==> config.mk <==
export PLATFORM = sky130hd
export DESIGN_NAME = dual_role_link_discovery_unit
export DESIGN_NICKNAME = d
export VERILOG_FILES = /design/src/rtl/drl_pkg.sv /design/src/rtl/drl_ring_ram.sv /design/src/rtl/drl_ctrl.sv /design/src/rtl/dual_role_link_discovery_unit.sv
export VERILOG_INCLUDE_DIRS = /design/src /design/src/rtl
export SDC_FILE = /design/constraint.sdc
export NUM_CORES = 2
export LEC_CHECK = 0
export BUFFER_PORTS_ARGS = -buffer_cell sky130_fd_sc_hd__buf_2
export CAP_MARGIN = 25
export CORE_ASPECT_RATIO = 1.5
export CORE_MARGIN = 5
export CORE_UTILIZATION = 40
export DETAILED_ROUTE_END_ITERATION = 12
export PLACE_DENSITY = 0.56
export SETUP_SLACK_MARGIN = 0.02
export SYNTH_ARGS = -nofsm -noshare
export SYNTH_HDL_FRONTEND = slang
export SYNTH_SLANG_ARGS = --single-unit
==> constraint.sdc <==
create_clock -name i_clk -period 17.45 [get_ports i_clk]
set_clock_uncertainty 0.05 [all_clocks]
set_input_delay 2.6175 -clock i_clk [delete_from_list [all_inputs] [get_ports i_clk]]
set_output_delay 2.6175 -clock i_clk [all_outputs]
set_load 0.005 [all_outputs]
==> src/rtl/assert_macros.svh <==
// assertion macros shared by the rtl
`ifndef ASSERT_MACROS_SVH
`define ASSERT_MACROS_SVH

// same-cycle implication, disabled in reset
`define ASSERT_SAME(label, clk, rst_n, ante, cons, msg) \
label: assert property (@(posedge clk) disable iff (!(rst_n)) (ante) |-> (cons)) \
    else $error(msg);

// next-cycle implication, disabled in reset
`define ASSERT_NEXT(label, clk, rst_n, ante, cons, msg) \
label: assert property (@(posedge clk) disable iff (!(rst_n)) (ante) |=> (cons)) \
    else $error(msg);

`endif

==> src/rtl/drl_pkg.sv <==
`default_nettype none

package drl_pkg;

    localparam int RING_DEPTH  = 512;
    localparam int PTR_W       = $clog2(RING_DEPTH);
    localparam int COUNT_OUT_W = 9;
    localparam int EXT_W       = PTR_W + COUNT_OUT_W;
    localparam int CD_W        = 11;
    localparam int FLIP_SHIFT  = 20;
    localparam int RND_HI_W    = 32 - FLIP_SHIFT;
    localparam int FLIP_SPAN   = 700;

    localparam logic [31:0]     LCG_MUL   = 32'd1664525;
    localparam logic [31:0]     LCG_ADD   = 32'd1013904223;
    localparam logic [CD_W-1:0] FLIP_BASE = CD_W'(600);

    typedef enum logic [2:0] {
        CMD_TICK  = 3'd0,
        CMD_BYTE  = 3'd1,
        CMD_POP   = 3'd2,
        CMD_START = 3'd3,
        CMD_STOP  = 3'd4
    } t_cmd;

    typedef enum logic [1:0] {
        LINK_OFF       = 2'd0,
        LINK_SEARCHING = 2'd1,
        LINK_CONNECTED = 2'd2
    } t_link;

    typedef struct packed {
        logic             wr_en;
        logic [PTR_W-1:0] wr_addr;
        logic [7:0]       wr_data;
        logic             rd_en;
        logic [PTR_W-1:0] rd_addr;
    } t_ram_req;

    typedef struct packed {
        t_link                  link_status;
        logic                   host_role;
        logic                   is_host;
        logic                   role_flipped;
        logic                   byte_accepted;
        logic                   data_valid;
        logic [COUNT_OUT_W-1:0] bytes_waiting;
    } t_item_res;

    // 600 + (rnd >> 20) mod 700, by restoring subtraction of 2800, 1400, 700
    function automatic logic [CD_W-1:0] flip_reload(input logic [31:0] rnd);
        logic [RND_HI_W-1:0] v;
        v = rnd[31:FLIP_SHIFT];
        if (v >= RND_HI_W'(4 * FLIP_SPAN)) begin
            v = v - RND_HI_W'(4 * FLIP_SPAN);
        end
        if (v >= RND_HI_W'(2 * FLIP_SPAN)) begin
            v = v - RND_HI_W'(2 * FLIP_SPAN);
        end
        if (v >= RND_HI_W'(FLIP_SPAN)) begin
            v = v - RND_HI_W'(FLIP_SPAN);
        end
        return FLIP_BASE + CD_W'(v);
    endfunction

endpackage

`default_nettype wire

==> src/rtl/drl_ring_ram.sv <==
`default_nettype none

module drl_ring_ram (
    input  wire logic              i_clk,
    input  wire drl_pkg::t_ram_req i_req,
    output logic [7:0]             o_rdata
);

    logic [7:0] r_mem [drl_pkg::RING_DEPTH];
    logic [7:0] r_rdata;

    always_ff @(posedge i_clk) begin
        if (i_req.wr_en) begin
            r_mem[i_req.wr_addr] <= i_req.wr_data;
        end
    end

    always_ff @(posedge i_clk) begin
        if (i_req.rd_en) begin
            r_rdata <= r_mem[i_req.rd_addr];
        end
    end

    assign o_rdata = r_rdata;

endmodule

`default_nettype wire

==> src/rtl/drl_ctrl.sv <==
`default_nettype none

module drl_ctrl (
    input  wire logic               i_clk,
    input  wire logic               i_rst_n,
    input  wire logic               i_accept,
    input  wire logic [2:0]         i_command,
    input  wire logic [7:0]         i_byte_in,
    input  wire logic               i_peer_ready,
    input  wire logic [31:0]        i_seed,
    output drl_pkg::t_ram_req       o_ram,
    output drl_pkg::t_item_res      o_res
);

    logic [drl_pkg::PTR_W-1:0] r_wr, n_wr;
    logic [drl_pkg::PTR_W-1:0] r_rd, n_rd;
    logic [31:0]               r_rng, n_rng;
    logic [drl_pkg::CD_W-1:0]  r_cd, n_cd;
    logic                      r_running, n_running;
    logic                      r_host, n_host;
    logic                      r_linked, n_linked;

    logic [drl_pkg::PTR_W-1:0] wr_inc;
    logic [drl_pkg::PTR_W-1:0] rd_inc;
    logic                      ring_full;
    logic                      ring_empty;
    logic [31:0]               mul_op;
    logic [31:0]               lcg_next;
    logic [drl_pkg::CD_W-1:0]  cd_dec;
    logic [drl_pkg::PTR_W-1:0] count;
    logic [drl_pkg::EXT_W-1:0] count_ext;
    logic                      do_write;
    logic                      do_pop;
    drl_pkg::t_cmd             cmd;

    assign cmd        = drl_pkg::t_cmd'(i_command);
    assign wr_inc     = (r_wr == drl_pkg::PTR_W'(drl_pkg::RING_DEPTH - 1)) ? '0 : r_wr + 1'b1;
    assign rd_inc     = (r_rd == drl_pkg::PTR_W'(drl_pkg::RING_DEPTH - 1)) ? '0 : r_rd + 1'b1;
    assign ring_full  = (wr_inc == r_rd);
    assign ring_empty = (r_wr == r_rd);
    assign cd_dec     = (r_cd != '0) ? r_cd - 1'b1 : r_cd;

    // one shared generator step: from the seed on start, else from the held word
    assign mul_op   = (cmd == drl_pkg::CMD_START) ? (i_seed | 32'd1) : r_rng;
    assign lcg_next = 32'(mul_op * drl_pkg::LCG_MUL) + drl_pkg::LCG_ADD;

    assign do_write = i_accept && (cmd == drl_pkg::CMD_BYTE) && r_running && !ring_full;
    assign do_pop   = i_accept && (cmd == drl_pkg::CMD_POP) && !ring_empty;

    always_comb begin
        n_wr      = r_wr;
        n_rd      = r_rd;
        n_rng     = r_rng;
        n_cd      = r_cd;
        n_running = r_running;
        n_host    = r_host;
        n_linked  = r_linked;
        if (i_accept) begin
            case (cmd)
                drl_pkg::CMD_TICK: begin
                    if (r_running) begin
                        n_cd     = cd_dec;
                        n_linked = i_peer_ready;
                        if (!i_peer_ready && cd_dec == '0) begin
                            n_host = !r_host;
                            n_rng  = lcg_next;
                            n_cd   = drl_pkg::flip_reload(lcg_next);
                        end
                    end
                end
                drl_pkg::CMD_BYTE: begin
                    if (do_write) begin
                        n_wr = wr_inc;
                    end
                end
                drl_pkg::CMD_POP: begin
                    if (do_pop) begin
                        n_rd = rd_inc;
                    end
                end
                drl_pkg::CMD_START: begin
                    if (!r_running) begin
                        n_running = 1'b1;
                        n_linked  = 1'b0;
                        n_wr      = '0;
                        n_rd      = '0;
                        n_host    = 1'b0;
                        n_rng     = lcg_next;
                        n_cd      = drl_pkg::flip_reload(lcg_next);
                    end
                end
                drl_pkg::CMD_STOP: begin
                    if (r_running) begin
                        n_running = 1'b0;
                        n_linked  = 1'b0;
                        n_host    = 1'b0;
                        n_wr      = '0;
                        n_rd      = '0;
                    end
                end
                default: begin
                end
            endcase
        end
    end

    always_ff @(posedge i_clk) begin
        if (!i_rst_n) begin
            r_wr      <= '0;
            r_rd      <= '0;
            r_rng     <= '0;
            r_cd      <= '0;
            r_running <= 1'b0;
            r_host    <= 1'b0;
            r_linked  <= 1'b0;
        end else begin
            r_wr      <= n_wr;
            r_rd      <= n_rd;
            r_rng     <= n_rng;
            r_cd      <= n_cd;
            r_running <= n_running;
            r_host    <= n_host;
            r_linked  <= n_linked;
        end
    end

    assign count = (n_wr >= n_rd) ? n_wr - n_rd
                                  : drl_pkg::PTR_W'(drl_pkg::RING_DEPTH) + n_wr - n_rd;
    assign count_ext = drl_pkg::EXT_W'(count);

    // a single item never writes and reads the ring, so no same-entry overlap
    assign o_ram.wr_en   = do_write;
    assign o_ram.wr_addr = r_wr;
    assign o_ram.wr_data = i_byte_in;
    assign o_ram.rd_en   = do_pop;
    assign o_ram.rd_addr = r_rd;

    always_comb begin
        if (!n_running) begin
            o_res.link_status = drl_pkg::LINK_OFF;
        end else if (n_linked) begin
            o_res.link_status = drl_pkg::LINK_CONNECTED;
        end else begin
            o_res.link_status = drl_pkg::LINK_SEARCHING;
        end
        o_res.host_role     = n_host;
        o_res.is_host       = n_running && n_linked && n_host;
        o_res.role_flipped  = (n_host != r_host);
        o_res.byte_accepted = do_write;
        o_res.data_valid    = do_pop;
        o_res.bytes_waiting = count_ext[drl_pkg::COUNT_OUT_W-1:0];
    end

endmodule

`default_nettype wire

==> src/rtl/dual_role_link_discovery_unit.sv <==
`default_nettype none

// Dual-role link discovery controller with a 512-byte receive ring. One item
// is taken per clock cycle while the output is not stalled, with no clearing
// pass after reset. Accepting an item updates the control state and issues
// the ring access (one write port, one read port, registered read data); the
// s1 register then holds the result while the popped byte comes out of the
// ring, and an output register carries it to the consumer. Commands: 0
// one-millisecond tick (peer_ready sampled), 1 received byte, 2 pop, 3 start
// (seed used), 4 stop; other codes only report status.
module dual_role_link_discovery_unit (
    input  wire logic        i_clk,
    input  wire logic        i_rst_n,
    input  wire logic        i_valid,
    output logic             o_ready,
    input  wire logic [2:0]  i_command,
    input  wire logic [7:0]  i_byte_in,
    input  wire logic        i_peer_ready,
    input  wire logic [31:0] i_seed,
    output logic             o_valid,
    input  wire logic        i_ready,
    output logic [1:0]       o_link_status,
    output logic             o_host_role,
    output logic             o_is_host,
    output logic             o_role_flipped,
    output logic             o_byte_accepted,
    output logic [7:0]       o_data_out,
    output logic             o_data_valid,
    output logic [8:0]       o_bytes_waiting
);

    logic                  in_accept;
    logic                  s1_adv;
    drl_pkg::t_ram_req     ram_req;
    drl_pkg::t_item_res    item_res;
    logic [7:0]            ram_rdata;

    logic                  r_s1_valid, n_s1_valid;
    drl_pkg::t_item_res    r_s1;
    logic                  r_out_valid, n_out_valid;
    drl_pkg::t_item_res    r_out;
    logic [7:0]            r_out_data;

    assign s1_adv    = !r_out_valid || i_ready;
    assign o_ready   = !r_s1_valid || s1_adv;
    assign in_accept = i_valid && o_ready;

    drl_ctrl u_ctrl (
        .i_clk        (i_clk),
        .i_rst_n      (i_rst_n),
        .i_accept     (in_accept),
        .i_command    (i_command),
        .i_byte_in    (i_byte_in),
        .i_peer_ready (i_peer_ready),
        .i_seed       (i_seed),
        .o_ram        (ram_req),
        .o_res        (item_res)
    );

    drl_ring_ram u_ring (
        .i_clk   (i_clk),
        .i_req   (ram_req),
        .o_rdata (ram_rdata)
    );

    always_comb begin
        n_s1_valid = r_s1_valid;
        if (in_accept) begin
            n_s1_valid = 1'b1;
        end else if (s1_adv) begin
            n_s1_valid = 1'b0;
        end
        n_out_valid = r_out_valid;
        if (s1_adv) begin
            n_out_valid = r_s1_valid;
        end
    end

    always_ff @(posedge i_clk) begin
        if (!i_rst_n) begin
            r_s1_valid  <= 1'b0;
            r_out_valid <= 1'b0;
        end else begin
            r_s1_valid  <= n_s1_valid;
            r_out_valid <= n_out_valid;
        end
    end

    always_ff @(posedge i_clk) begin
        if (in_accept) begin
            r_s1 <= item_res;
        end
        if (s1_adv && r_s1_valid) begin
            r_out      <= r_s1;
            r_out_data <= r_s1.data_valid ? ram_rdata : 8'd0;
        end
    end

    assign o_valid         = r_out_valid;
    assign o_link_status   = r_out.link_status;
    assign o_host_role     = r_out.host_role;
    assign o_is_host       = r_out.is_host;
    assign o_role_flipped  = r_out.role_flipped;
    assign o_byte_accepted = r_out.byte_accepted;
    assign o_data_out      = r_out_data;
    assign o_data_valid    = r_out.data_valid;
    assign o_bytes_waiting = r_out.bytes_waiting;

`include "assert_macros.svh"

    `ASSERT_NEXT(a_accept_fills_s1, i_clk, i_rst_n, in_accept, r_s1_valid, "accepted item lost")
    `ASSERT_NEXT(a_s1_holds, i_clk, i_rst_n, r_s1_valid && !s1_adv, r_s1_valid && $stable(r_s1), "stalled stage changed")
    `ASSERT_SAME(a_is_host_conn, i_clk, i_rst_n, o_valid && o_is_host, o_host_role && o_link_status == drl_pkg::LINK_CONNECTED, "is_host without connected host")
    `ASSERT_SAME(a_pop_data, i_clk, i_rst_n, o_valid && !o_data_valid, o_data_out == 8'd0, "data without pop")

endmodule

`default_nettype wire
==> out/summary.md <==
The kind of capture point of the worst setup path was a register. Final cycle utilization of the critical path: 86.6%. The longest clock path from root to sink contains 4 buffers. The root buffer cell chosen for the clock tree is clkbuf_16. The run gives 31.8 mW as the total chip power.

The clock latency on the worst-skew pair was 0.96 ns. The library cell used most frequently in the layout, excluding fill and tap cells, is edfxtp_1. The tightest min-delay check is of the reg -> reg type.

For this run, the number of Yosys warnings is 0. For this run, the total global-route usage over all layers was measured as 19.2%. The width of the chip came out at 545 um.

TritonCTS built the clock tree. For the worst flop-to-flop path, the logic depth is 41. The biggest fanout along the worst timing path was 20.

The flow ran to the end, and the final reports show no timing, DRC or antenna violations. The tools report the count of endpoints failing hold in the final timing report as 0. In the layout the commonest cells are edfxtp_1 (4144), mux4_2 (1360), nor2_1 (629).

The tools report the total negative slack for setup checks as 0 ns. The average instance area after synthesis works out to 21.4 um^2. The worst hold margin is 0.363 ns, and the pin slew with the least headroom to its limit is 1.24 ns.

Of the total synthesized cell area, the portion taken by AND, OR, NAND and NOR gates is 2.48%. The via total after detailed routing is 79300, and the adder and majority gate portion of the synthesized area is 2.87%. The worst setup path startpoint was i_command[1]. The cell area after technology mapping is 172000 um^2, and the height of the die is 812 um. Summing the areas of all compound-gate instances in the mapped netlist gives 0.999% of the synthesized area. The run gives 188 as the maximum number of pins on one net before global-route repair. For this design the static power due to leakage is 57.8 nW.

Counting flops with an async set or reset pin after synthesis yields a share of 0%. The floorplan step defined a core boundary enclosing 427000 um^2. After synthesis, the share of cell area in mux cells is 18.2%. The cell taking the most area after synthesis is edfxtp_1. The DRC violation count after routing was 0. The number of library cell types mapped by synthesis is 92.

By area, the combinational part of the netlist is dominated by multiplexers. CTS built an H-tree with a depth of 5. The startpoint of the tightest hold check path is r_s1[10]. Dividing the detail-routed via count by the number of cells gives 5.63.

The number of top-level pins came out at 74. Max-cap violations in this run came to 0. The delay of the slowest critical-path stage was 0.70 ns; the maximum clock frequency was 0.0662 GHz.

In this design, the critical path's most frequently occurring cell is ha_1. The required time of the critical path was 18.22 ns; the number of max-slew violations in the final report was 0. The DRC marker count from the first detailed-route iteration is 7170, and the number of flops mapped to enable cells by yosys is 4144.

The effective utilization at floorplan came out at 40.2%. The type of origin of the critical path is an input port. The die covers 443000 um^2. After global routing the overflow that remains totals 0. The top cell type by area accounts for 72.5% of the synthesized area. The signed area change from the synthesized netlist to the final layout is 11.2%. In this run the critical register-to-register path is captured at u_ctrl.r_cd[9].

Across the VDD grid, the largest voltage drop is 0.00123 V. The number of hold buffers added after cts was 0; the sequential area share after synthesis was 73.3%. The pre-antenna-repair detailed-routing pass consisted of 6 iterations.

With fillers left out, the area of the finished cells amounts to 191000 um^2. Post-CTS timing repair inserted 0 buffers for setup. The worst setup path is of the in -> reg kind.

The slowest stage of the critical path is the mux2i_1 cell. After technology mapping, the gate count stands at 8007. Setup repair after global routing left no endpoint under its margin. The fraction of final layout cells with drive strength greater than 1 works out to 25.9%. The arrival time at the worst endpoint is 15.88 ns, and the minimum period implied by the final worst setup slack is 15.11 ns.

For the normalized max-slew margin, the log shows 17.2%. The post-cts gate resize count is 0, and the number of setup violations in the final report is 0. The number of antenna violations at the first check in global routing came out at 24. The first global-routing pass estimated 619000 um of wire. Once detailed placement completed, the half-perimeter wirelength came to 267000 um. Quantity of I/O buffers inserted on ports: 72. The tools report the launch instance of the worst register-to-register path as u_ctrl.r_rng[2]. After synthesis, the cell types taking the most area are edfxtp_1 (72%), mux4_2 (18%), fa_1 (1.6%), nor2_1 (1.4%), ha_1 (1.3%).

The tools report the number of buffers created by CTS as 381. The clock drives 4210 sinks. The number of register bits inferred by synthesis is 4210. In this run the power density over the cells is 166 nW/um^2. For the via count of the first global-routing pass, the log shows 85000.

The synthesized netlist net count was 8367. The end point of the critical path is u_ctrl.r_cd[9]. The routed design has 427000 um of wire. The synthesized netlist devotes 0.573% of its cell area to XOR and XNOR gates. The average wire per standard cell works out to 30.3 um. After filler insertion, the fill cell instance count of the layout stands at 35900.

After clock tree synthesis, the clock-pin slew on the worst setup and hold paths is 0.06 ns. Across all register-to-register paths, the minimum setup slack is 4.68 ns. The count of nets left with antenna violations once routing finished came out at 0. The prevailing post-synth register cell was edfxtp_1.

Routability-driven placement finished with a final weighted congestion of 0.840. The post-place instance area is 179000 um^2. The initialized floorplan defines 294 standard-cell rows.

The run gives 8505 as the net count of the finished layout.
[kinds of logic (layout without fill, tap and decap cells)]
family / count (synthesis) / after routing
flip-flops: 4210 / 4210
multiplexers: 1426 / 1426
AND/OR/NAND/NOR: 991 / 991
buffers and inverters: 709 / 1145
adder cells (fa/ha/maj): 312 / 312
AO/OA/AOI/OAI: 251 / 251
XOR/XNOR: 108 / 108
other: 0 / 14
[through the flow]
stage	std cells	setup WS, ns	utilization (%)
after floorplan	8007	3.10	-
after global placement	13400	1.65	41.8
after detailed placement	13400	1.43	41.8
after CTS	14100	2.44	44.6
after global routing	14100	1.63	44.7
final	14100	2.34	44.7
[synthesized netlist by cell type (15+ instances only)]
master and number:
xor2_1 31, o21ai_0 53, inv_1 266, nor3_1 23, nand2_1 172, and2_1 29
a21o_1 18, xnor2_1 72, fa_1 136, nand3_1 20, mux2i_1 53, nor2_1 632
a21oi_1 64, buf_1 125, ha_1 176, mux4_2 1360, dfxtp_1 66, edfxtp_1 4144
clkbuf_1 305, nor2b_1 15
[power by group]
part	switching (mW)	internal, mW
clock	3.70	4.55
sequential	0.0214	11.1
combinational	7.48	4.89
total	11.2	20.6
[how the worst min path moves through the flow]
stage / end / cells after the start / slack (ns)
6_report: o_byte_accepted / 0 / 0.36
3_5_place_dp: o_byte_accepted / 0 / 0.35
4_1_cts: o_byte_accepted / 0 / 0.36
5_1_grt: o_bytes_waiting[6] / 0 / 0.37
2_1_floorplan: o_byte_accepted / 0 / 0.35
3_3_place_gp: o_bytes_waiting[5] / 0 / 0.35
[state kept, by name, indices dropped and copies added (netlist names), 2 cells and up]
| name | flops |
|---|---|
| r_s1 | 16 |
| u_ring.r_mem | 4096 |
| u_ctrl.r_rng | 32 |
| o_link_status | 2 |
| o_bytes_waiting | 9 |
| u_ring.o_rdata | 8 |
| u_ctrl.r_wr | 9 |
| o_data_out | 8 |
| u_ctrl.r_cd | 11 |
| u_ctrl.r_rd | 9 |
[critical path, delay by kind of cell]
family / cells / cell delay, ns
adders and majority gates: 11 / 4.46
and+or+nand+nor: 15 / 4.15
AOI/OAI and AO/OA: 8 / 2.34
muxes: 2 / 0.90
xor gates and xnor gates: 3 / 0.84
buffers and inverters: 4 / 0.51
[metal layers]
layer	track usage, %	wire (um)	share of wire [%]
met4	5.81	13800	3.2
met3	2.13	19400	4.5
met2	35.2	233000	54
met1	23.8	161000	38
met5	0	0	0
[final cells by class]
class,instances,area [um^2],share of cell area [%]
clock buffers,437,9910,5.19
clock inverters,244,2100,1.10
diodes,14,35.0,0.0184
well taps,5624,7040,3.69
repair buffers,197,1660,0.872
multi-input cells,3088,43400,22.7
inverters,267,1000,0.525
flip-flops and latches,4210,126000,65.9
No activity file was read; power rests on OpenSTA's default activity.
